$ cat src/rtl/fbblend_pkg.sv
// Shared types and constants for the framebuffer alpha blend store.
`default_nettype none

package fbblend_pkg;

    // Screen geometry
    localparam int SCREEN_W = 800;
    localparam int SCREEN_H = 600;
    localparam int DEPTH    = SCREEN_W * SCREEN_H;
    localparam int ADDR_W   = $clog2(DEPTH);
    // Width of x + SCREEN_W * y before truncation to the address width
    localparam int LIN_W    = 20;

    localparam int COORD_W  = 10;
    localparam int PIXEL_W  = 32;

    // Alpha byte of every blended pixel
    localparam logic [7:0] ALPHA_OPAQUE = 8'hFF;

    // Operation codes; the spare code behaves as a read
    localparam logic [1:0] OP_READ  = 2'd0;
    localparam logic [1:0] OP_WRITE = 2'd1;
    localparam logic [1:0] OP_BLEND = 2'd2;

    typedef struct packed {
        logic [1:0]         func;
        logic [COORD_W-1:0] pos_x;
        logic [COORD_W-1:0] pos_y;
        logic [PIXEL_W-1:0] colour;
    } in_t;

    typedef struct packed {
        logic [PIXEL_W-1:0] pixel;
        logic               out_of_range;
    } out_t;

endpackage

`default_nettype wire

$ cat src/rtl/fbblend_mix.sv
// Source-over colour mixer: registered products, then divide by 255 and pack.
`default_nettype none

module fbblend_mix (
    input  wire logic                           aclk,
    input  wire logic                           load,
    input  wire logic [fbblend_pkg::PIXEL_W-1:0] src,
    input  wire logic [fbblend_pkg::PIXEL_W-1:0] dst,
    output logic      [fbblend_pkg::PIXEL_W-1:0] pixel
);

    logic [7:0]  alpha;
    logic [7:0]  alpha_inv;
    logic [16:0] sum_next [3];
    logic [16:0] sum_reg  [3];
    logic [7:0]  chan     [3];

    assign alpha     = src[31:24];
    assign alpha_inv = 8'hFF - alpha;

    // Weighted sums per channel: blue in lane 0, green 1, red 2
    always_comb begin
        for (int i = 0; i < 3; i++) begin
            sum_next[i] = 17'(16'(src[8*i +: 8]) * 16'(alpha))
                        + 17'(16'(dst[8*i +: 8]) * 16'(alpha_inv));
        end
    end

    always_ff @(posedge aclk) begin
        if (load) begin
            sum_reg <= sum_next;
        end
    end

    // floor(v / 255) for v up to 255*255: (v + 1 + (v >> 8)) >> 8
    always_comb begin
        for (int i = 0; i < 3; i++) begin
            chan[i] = 8'((sum_reg[i] + 17'd1 + (sum_reg[i] >> 8)) >> 8);
        end
    end

    assign pixel = {fbblend_pkg::ALPHA_OPAQUE, chan[2], chan[1], chan[0]};

endmodule

`default_nettype wire

$ cat config.mk
export PLATFORM = sky130hd
export DESIGN_NAME = fbblend_mix
export DESIGN_NICKNAME = d
export VERILOG_FILES = /design/src/rtl/fbblend_pkg.sv /design/src/rtl/fbblend_mix.sv
export SDC_FILE = /design/constraint.sdc
export NUM_CORES = 1
export LEC_CHECK = 0
export BUFFER_PORTS_ARGS = -buffer_cell sky130_fd_sc_hd__buf_2
export CORE_MARGIN = 2
export CORE_UTILIZATION = 35
export CTS_BUF_LIST = sky130_fd_sc_hd__clkbuf_16
export CTS_CLUSTER_SIZE = 28
export DETAILED_ROUTE_END_ITERATION = 8
export PLACE_DENSITY = 0.49
export SYNTH_ARGS = -nofsm -noshare
export SYNTH_HDL_FRONTEND = slang
export SYNTH_SLANG_ARGS = --single-unit
$ cat constraint.sdc
create_clock -name aclk -period 10.7 [get_ports aclk]
set_input_delay 0.535 -clock aclk [delete_from_list [all_inputs] [get_ports aclk]]
set_output_delay 0.535 -clock aclk [all_outputs]
set_load 0.01 [all_outputs]
==> flow_summary_export.csv, run 1 <==
group,metric,value,unit
clock_tree,cts_tree,"done",
run_status,status,"finished clean",
cells_and_area,syn_to_final_growth,7.80,%
drt,vias,10806,
clock_tree,numCtsBuffers,5,
floorplan,fp-row-count,77,
yosys,synthFlopType,"edfxtp_1",
drt,wirelength,35.3,mm
timing,final_max_slew_viol_count,0,
clock_tree,clkTransAtPathRegs,80,ps
yosys,synthArstFlopShare,0,%
floorplan,dieArea,46600,um2
setup_path,cp.required,10780,ps
global_routing,grt_overflow,0,
yosys,avgSynthCellArea,9.49,um2
power_and_ir_drop,pwr-share-clk,4.1,%
hold_path,hp-class,"in2reg",
drt,drt-initial-drc-count,386,
clock_tree,post_cts_buffers,0,
global_routing,grt_pass1_wl,60.3,mm
drt,viasPerCell,4.68,
cells_and_area,n_antenna_cell,0,
timing,rsz0062_at_grt,"no",
placed_design,placed_cells,2299,
power_and_ir_drop,power_frac_seq,11.9,%
timing,finalHoldViolations,0,
setup_path,startpoint,"src[30]",
clock_tree,clockBufferDepth,2,
timing,layout_min_cycle_time,6070,ps
yosys,ys_warn_count,0,
power_and_ir_drop,p_sw,2.70,mW
cells_and_area,drive_gt1_share,6.30,%
timing,tightest_slew,1070,ps
drt,firstDrtPassIters,6,
clock_tree,postCtsHoldBufs,0,
cells_and_area,num-nets-final,2287,
yosys,synth-edff-count,51,
timing,worst_slack,4630,ps
floorplan,die_x,216,um
placed_design,dpl_cell_area,16700,um2
drt,ant_nets,0,
setup_path,crit_end,"sum_reg[16]",
placed_design,io_buffers,81,
clock_tree,root_buffer,"clkbuf_16",
clock_tree,htree_levels,2,
global_routing,grt_max_degree,52,
drt,drc_errors,0,
timing,setup_violations,0,
setup_path,end_kind,"flip-flop",
placed_design,dpl.hpwl,28.0,mm
run,drv_cap,0,
floorplan,die_h,216,um
yosys,synth.distinct_cells,46,
setup_path,cp.arrival,6150,ps
floorplan,start_util,35.5,%
cells_and_area,largest_reg_flops,51,
setup_path,startpoint_type,"input port",
yosys,synth_area,15700,um2
drt,post_drt_wl_per_cell,15.3,um
global_routing,grt_pass1_vias,11916,
placed_design,gp_congestion,0.817,
timing,timing.final.crit_share,56.7,%
floorplan,core_area,44300,um2
setup_path,path_class,"in2reg",
placed_design,place_ws,4190,ps
floorplan,ios,98,
power_and_ir_drop,combPwrFrac,84.0,%
cells_and_area,stdcell_count,2307,
setup_path,crit_fanout,48,
yosys,ys_seq_elements,51,
clock_tree,cts_resized,0,
power_and_ir_drop,peakVddDrop,0.000205,V
power_and_ir_drop,internal_power,2.74,mW
power_and_ir_drop,p_per_area,321,nW/um2
timing,max_slew_margin,28.8,%
global_routing,grt_antenna_before_repair,1,
cells_and_area,fin_area,16900,um2
timing,fmax,0.165,GHz
clock_tree,cts.sinks,51,
yosys,yosysSeqAreaShare,9.74,%
power_and_ir_drop,netSwitchingFraction,49.6,%
power_and_ir_drop,power.leakage,8.60,nW
yosys,syn_inst,1657,
timing,setup_tns,0,ps
global_routing,grt_use_total,16.1,%
## layout by cell type, fill, tap and decap left out, types with 6 or more instances in the layout
cell and n:
and2_1 113, nor2_1 16, a21oi_1 43, nor2b_1 128
conb_1 11, a21o_1 12, nand3_1 9, nor3_1 6
xnor2_1 50, o211ai_1 6, o21bai_1 10, a31oi_1 6
inv_1 407, o21ai_0 23, edfxtp_1 51, xor2_1 14
nand4_1 7, fa_1 291, buf_4 8, buf_2 81
nand2b_1 68, ha_1 216, nand2_1 96
## critical path, stage by stage
cell	delay (ps)
buf_2	740
and2_1	270
fa_1	420
inv_1	80
fa_1	430
fa_1	510
inv_1	50
fa_1	510
fa_1	490
inv_1	50
fa_1	470
inv_1	40
ha_1	340
a21o_1	190
a22o_1	190
a311oi_2	370
o21ai_1	130
a21oi_1	180
xnor2_1	90
## synthesized netlist by cell type, types with 2 or more instances
master,n,area (um2)
nor2_1,16,60.1
buf_4,8,60.1
ha_1,216,2700
nor2b_1,128,801
a41oi_1,2,17.5
edfxtp_1,51,1530
nand4_1,7,43.8
inv_1,407,1530
and4_1,2,17.5
a31oi_1,6,37.5
nand2b_1,68,425
a21o_1,12,90.1
mux2_2,3,33.8
clkbuf_1,40,150
a21oi_1,43,215
xnor2_1,50,438
o21ai_1,2,10.0
and2_1,113,707
nand2_1,96,360
xor2_1,14,123
conb_1,2,7.51
a221oi_1,2,17.5
o21bai_1,10,75.1
nor3_1,6,30.0
a211oi_1,3,22.5
a211oi_2,3,37.5
o21ai_0,23,115
o31ai_1,3,22.5
fa_1,291,5830
nand3_1,9,45.0
o211ai_1,6,45.0
## metrics by stage
step | hold WS, ps | util, % | power, mW
CTS | 685 | 38.2 | 5.53
global route | 713 | 38.2 | 6.22
finish | 697 | 38.2 | 5.44
global placement | 1030 | 37.8 | 5.21
detailed placement | 1020 | 37.8 | 5.27
floorplan | 647 | - | 4.23
## power groups by stage
stage / sequential, mW / combinational [mW] / clock, mW
2_1_floorplan: 0.614 / 3.62 / 0
3_3_place_gp: 0.652 / 4.55 / 0
3_5_place_dp: 0.653 / 4.62 / 0
4_1_cts: 0.649 / 4.65 / 0.229
5_1_grt: 0.657 / 5.32 / 0.235
6_report: 0.650 / 4.57 / 0.221
## cell families (layout without fill, tap and decap cells)
| group | Yosys count | count (layout) | share of synthesized area, % |
|---|---|---|---|
| xor+xnor | 64 | 64 | 3.57 |
| simple gates | 451 | 451 | 16.1 |
| fa+ha+maj | 507 | 507 | 54.3 |
| buf+inv | 455 | 504 | 11.1 |
| compound gates | 124 | 124 | 5.01 |
| mux | 3 | 3 | 0.215 |
| other cells | 2 | 11 | 0.0478 |
| flops | 51 | 51 | 9.74 |
## per-layer routing
| layer | vias to the layer above | track usage [%] | routed length [um] |
|---|---|---|---|
| met4 | 0 | 3.04 | 540 |
| li1 | 5100 | - | - |
| met3 | 24 | 1.38 | 1050 |
| met5 | - | 0 | 0 |
| met1 | 5516 | 21.4 | 16100 |
| met2 | 166 | 28.7 | 17600 |
## layout make-up
class / instances / area [um2]
repair buffers: 89 / 465
clock inverters: 3 / 71.3
fillers: 4547 / 27400
well taps: 592 / 741
inverters: 407 / 1530
flip-flops and latches: 51 / 1530
clock buffers: 5 / 125
multi-input cells: 1160 / 12500
## worst min path at each step
stage / from / end / cells after the start
global placement: src[8] / sum_reg[17] / 2
floorplan: load / sum_reg[0] / 0
CTS: src[8] / sum_reg[17] / 2
detailed placement: src[8] / sum_reg[17] / 2
global route: src[8] / sum_reg[17] / 2
finish: dst[16] / sum_reg[0] / 2
Note: power is estimated with default switching activity, not from simulation.
==> inputs of run 2 (changes only) <==
Settings changed: ABC_AREA from default to 1, PLACE_DENSITY 0.49 to 0.5.
Clock period 10.7 ns to 5.18 ns, I/O delays scaled along.
==> flow_summary_export.csv, run 2 <==
group,metric,value,unit
run_status,status,"finished clean",
setup_path,crit_fanout,17,
clock_tree,numCtsBuffers,5,
global_routing,grt_antenna_before_repair,0,
cells_and_area,final_common_cell,"inv_1",
timing,timing.final.crit_share,93.6,%
placed_design,dpl_cell_area,18900,um2
clock_tree,cts_tree,"done",
global_routing,grt_use_total,17.1,%
drt,ant_nets,0,
placed_design,dpl.hpwl,36.5,mm
drt,viasPerCell,4.44,
yosys,yosysTopAreaCell,"fa_1",
cells_and_area,largest_reg_flops,51,
floorplan,die_x,227,um
clock_tree,clockBufferDepth,2,
cells_and_area,multi_input_area,12900,um2
yosys,syn_inst,2368,
clock_tree,cts_resized,0,
setup_path,cp.required,5250,ps
drt,vias,13884,
yosys,ys_warn_count,0,
floorplan,dieArea,51500,um2
yosys,netlist_top_cells_area,"fa_1 34%, ha_1 16%, inv_1 15%",
placed_design,place_ws,-18.3,ps
floorplan,fp-row-count,81,
global_routing,grt_pass1_wl,70.0,mm
timing,fmax,0.206,GHz
timing,tightest_slew,731,ps
placed_design,io_buffers,81,
hold_path,hp-class,"in2reg",
floorplan,core_area,49000,um2
setup_path,cp.arrival,4920,ps
setup_path,path_class,"in2reg",
clock_tree,post_cts_buffers,0,
drt,drc_errors,0,
drt,firstDrtPassIters,7,
yosys,synth-edff-count,51,
setup_path,crit_end,"sum_reg[15]",
yosys,ys_seq_elements,51,
drt,post_drt_wl_per_cell,13.1,um
cells_and_area,layout_common_cells,"704 x inv_1, 659 x nand2_1, 291 x fa_1",
global_routing,grt_overflow,0,
setup_path,startpoint_type,"input port",
cells_and_area,syn_to_final_growth,9.66,%
yosys,avgSynthCellArea,7.34,um2
timing,worst_slack,330,ps
yosys,yosysSeqAreaShare,8.81,%
timing,whs,376,ps
yosys,synthArstFlopShare,0,%
timing,final_max_slew_viol_count,0,
timing,finalHoldViolations,0,
floorplan,die_h,227,um
floorplan,start_util,35.5,%
yosys,synthMostInstantiatedCell,"inv_1",
timing,rsz0062_at_grt,"no",
timing,max_slew_margin,51.3,%
setup_path,startpoint,"src[29]",
yosys,synthFlopType,"edfxtp_1",
clock_tree,root_buffer,"clkbuf_16",
clock_tree,postCtsHoldBufs,0,
timing,setup_violations,0,
clock_tree,htree_levels,2,
yosys,synth_area,17400,um2
cells_and_area,nFillCells,5124,
drt,wirelength,41.0,mm
global_routing,grt_pass1_vias,14301,
global_routing,grt_max_degree,52,
cells_and_area,drive_gt1_share,7.10,%
setup_path,end_kind,"flip-flop",
cells_and_area,seq_area,1530,um2
floorplan,ios,98,
timing,layout_min_cycle_time,4850,ps
clock_tree,cts.sinks,51,
cells_and_area,num-nets-final,3036,
yosys,synth_commonest_cells,"704 x inv_1, 659 x nand2_1, 291 x fa_1",
cells_and_area,fin_area,19100,um2
placed_design,gp_congestion,0.865,
run,drv_cap,0,
yosys,synth.distinct_cells,31,
clock_tree,clkTransAtPathRegs,70,ps
yosys,netlist.area_leader.share,33.5,%
drt,drt-initial-drc-count,593,
==> run 2: cell count changes after synthesis, moves of 10 or more <==
cell,previous run,this run
nand2_1,96,659
xnor2_1,50,9
a21o_1,12,0
o21bai_1,10,0
inv_1,407,704
nor2b_1,128,0
nand3_1,9,46
clkbuf_1,40,25
nor2_1,16,188
nand2b_1,68,0
buf_2,0,27
o21ai_0,23,11
and2_1,113,7
==> run 2: area by class of cell <==
cell class	instances	share of cell area, %
Multi-Input combinational cell	1548	67.7
Timing Repair Buffer	145	5.11
Inverter	712	14.0
Antenna cell	1	0.0131
Clock buffer	5	0.656
Sequential cell	51	8.03
Tap cell	664	4.36
Clock inverter	3	0.144
==> run 2: worst max-delay path, stage by stage <==
cell	delay, ps
buf_2	150
buf_4	280
nor2_1	110
fa_1	530
inv_1	50
fa_1	470
inv_1	50
fa_1	510
fa_1	430
fa_1	490
inv_1	50
fa_1	480
inv_1	40
ha_1	330
a21oi_1	220
nand2_1	100
a21oi_1	180
nand2_1	70
nand2_1	60
nand2_1	60
==> run 2: metrics by stage <==
| stage | setup TNS [ps] | util (%) | cells |
|---|---|---|---|
| after floorplan | 0 | - | 2377 |
| final | 0 | 38.9 | 3129 |
| after CTS | 0 | 38.9 | 3128 |
| after global routing | 0 | 38.9 | 3128 |
| after global placement | 0 | 38.6 | 3120 |
| after detailed placement | -18.3 | 38.6 | 3120 |
==> run 2: cell families after synthesis <==
| kind of cell | count (synthesis) | share of synthesized area [%] |
|---|---|---|
| and+or+nand+nor | 952 | 21.9 |
| buffers and inverters | 778 | 17.2 |
| adders and majority gates | 507 | 49.1 |
| AOI/OAI and AO/OA | 54 | 1.80 |
| DFF | 51 | 8.81 |
| xor gates and xnor gates | 24 | 1.21 |
| other | 2 | 0.0432 |
==> run 2: how the worst min path moves through the flow <==
stage            from     endpoint  slack [ps]  depth (start not counted)
6_report       src[8]  sum_reg[17]         380                          3
5_1_grt        src[8]  sum_reg[17]         400                          3
4_1_cts        src[8]  sum_reg[17]         350                          3
3_5_place_dp   src[8]  sum_reg[17]         690                          3
3_3_place_gp   src[8]  sum_reg[17]         700                          3
2_1_floorplan    load   sum_reg[0]         370                          0
==> run 2: layer usage <==
| layer | global-route usage, % | routed length, um |
|---|---|---|
| met5 | 0 | 0 |
| met4 | 2.95 | 390 |
| met3 | 1.87 | 1710 |
| met2 | 29.0 | 19200 |
| met1 | 23.6 | 19700 |
Power of run 2 is left out: the tool's default activity adds up to more than one toggle a clock period on the data nets, which glitch-free logic cannot reach.
==> inputs of run 3 (changes only) <==
Settings changed: CORE_UTILIZATION 35 to 59, PLACE_DENSITY 0.5 to 0.79.
==> flow_summary_export.csv, run 3 (same netlist as run 2, synthesis figures left out) <==
group,metric,value,unit
run_status,status,"finished clean",
global_routing,grt_max_degree,52,
floorplan,core_area,28900,um2
timing,timing.final.crit_share,93.5,%
clock_tree,cts_tree,"done",
hold_path,hold_depth,3,
cells_and_area,final_util,64.5,%
cells_and_area,multi_input_area,12900,um2
clock_tree,clkTransAtPathRegs,70,ps
floorplan,start_util,60.2,%
setup_path,cp.required,5250,ps
setup_path,cp.arrival,4910,ps
drt,drt-initial-drc-count,798,
clock_tree,numCtsBuffers,5,
drt,ant_nets,0,
setup_path,cp_slowest_cell,"fa_1",
placed_design,gp_congestion,0.932,
floorplan,die_h,176,um
global_routing,grt_overflow,0,
drt,drc_errors,0,
floorplan,die_x,176,um
clock_tree,cts_resized,0,
timing,layout_min_cycle_time,4840,ps
drt,post_drt_wl_per_cell,13.9,um
global_routing,grt_pass1_wl,67.2,mm
setup_path,critPathBufInv,6,
cells_and_area,syn_to_final_growth,6.99,%
clock_tree,postCtsHoldBufs,0,
clock_tree,root_buffer,"clkbuf_16",
timing,tightest_slew,705,ps
clock_tree,cts.sinks,51,
clock_tree,htree_levels,2,
cells_and_area,layout_common_cells,"704 x inv_1, 659 x nand2_1, 291 x fa_1",
clock_tree,clockBufferDepth,2,
cells_and_area,nFillCells,2494,
cells_and_area,final_common_cell,"inv_1",
setup_path,slowest_delay,550,ps
drt,vias,14429,
drt,wirelength,39.2,mm
drt,firstDrtPassIters,6,
setup_path,crit_fanout,19,
clock_tree,post_cts_buffers,0,
floorplan,ios,98,
drt,viasPerCell,5.10,
setup_path,crit_family,"adder cells",
cells_and_area,drive_gt1_share,6.19,%
setup_path,startpoint_type,"input port",
hold_path,hp-class,"in2reg",
timing,final_max_slew_viol_count,0,
timing,fmax,0.207,GHz
cells_and_area,num-nets-final,3012,
run,drv_cap,0,
placed_design,io_buffers,81,
floorplan,fp-row-count,62,
global_routing,grt_antenna_before_repair,4,
setup_path,cp_num_cells,20,
timing,setup_violations,0,
setup_path,end_kind,"flip-flop",
setup_path,path_cells,"buf_2 -> buf_4 -> nand2_1 -> fa_1 -> fa_1 -> inv_1 -> fa_1 -> fa_1 -> fa_1 -> inv_1 -> fa_1 -> inv_1 -> ha_1 -> nand2_1 -> inv_1 -> nand2_1 -> nor3_1 -> nand2_1 -> nand3b_1 -> nand2_1",
timing,rsz0062_at_grt,"no",
timing,finalHoldViolations,0,
cells_and_area,largest_reg_flops,51,
setup_path,path_class,"in2reg",
timing,max_slew_margin,53.0,%
floorplan,dieArea,30900,um2
cells_and_area,seq_area,1530,um2
hold_path,hp-start,"src[8]",
setup_path,path_common_cell,"fa_1",
global_routing,grt_use_total,26.9,%
global_routing,grt_pass1_vias,15010,
placed_design,dpl.hpwl,33.9,mm
hold_path,min_to,"sum_reg[17]",
setup_path,startpoint,"src[26]",
run 3: cell count changes in the layout (fill, tap and decap cells not counted), sizes merged:
cell      before  now
bufinv         0    2
buf          145  120
diode          1    4
clkbuf         5    6
clkinvlp       1    0
clkinv         7    6
run 3: how the worst max path moves through the flow:
stage	slack [ps]	endpoint
after floorplan	190	sum_reg[49]
after global placement	20	sum_reg[15]
after detailed placement	-70	sum_reg[15]
after CTS	260	sum_reg[15]
after global routing	30	sum_reg[32]
final	340	sum_reg[50]
run 3: metal layers:
metal / vias up / track usage, % / routed length (um)
li1: 6904 / - / -
met1: 6927 / 34.0 / 16100
met2: 512 / 48.2 / 19600
met3: 86 / 3.51 / 2520
met4: 0 / 8.16 / 997
met5: - / 0 / 0
run 3: metrics by stage:
step                TNS, ps  std cells  setup slack, ps  area (um2)  hold WS (ps)
global route              0       2828             34.0       18600           433
global placement          0       2816             19.7       18400           706
CTS                       0       2824              257       18600           390
finish                    0       2828              339       18600           392
detailed placement     -494       2816            -66.8       18400           710
floorplan                 0       2377              193       17400           371
run 3: layout make-up:
cell class	instances	share of cell area, %
flip-flops and latches	51	8.23
clock inverters	3	0.383
clock buffers	5	0.673
multi-input cells	1548	69.4
diodes	4	0.0538
repair buffers	121	4.35
well taps	384	2.58
inverters	712	14.4
run 3: tightest hold or removal path: stages:
cell and delay, ps:
buf_2 190, nand2_1 70, o21ai_0 60
Power of run 3 is left out for the same reason.
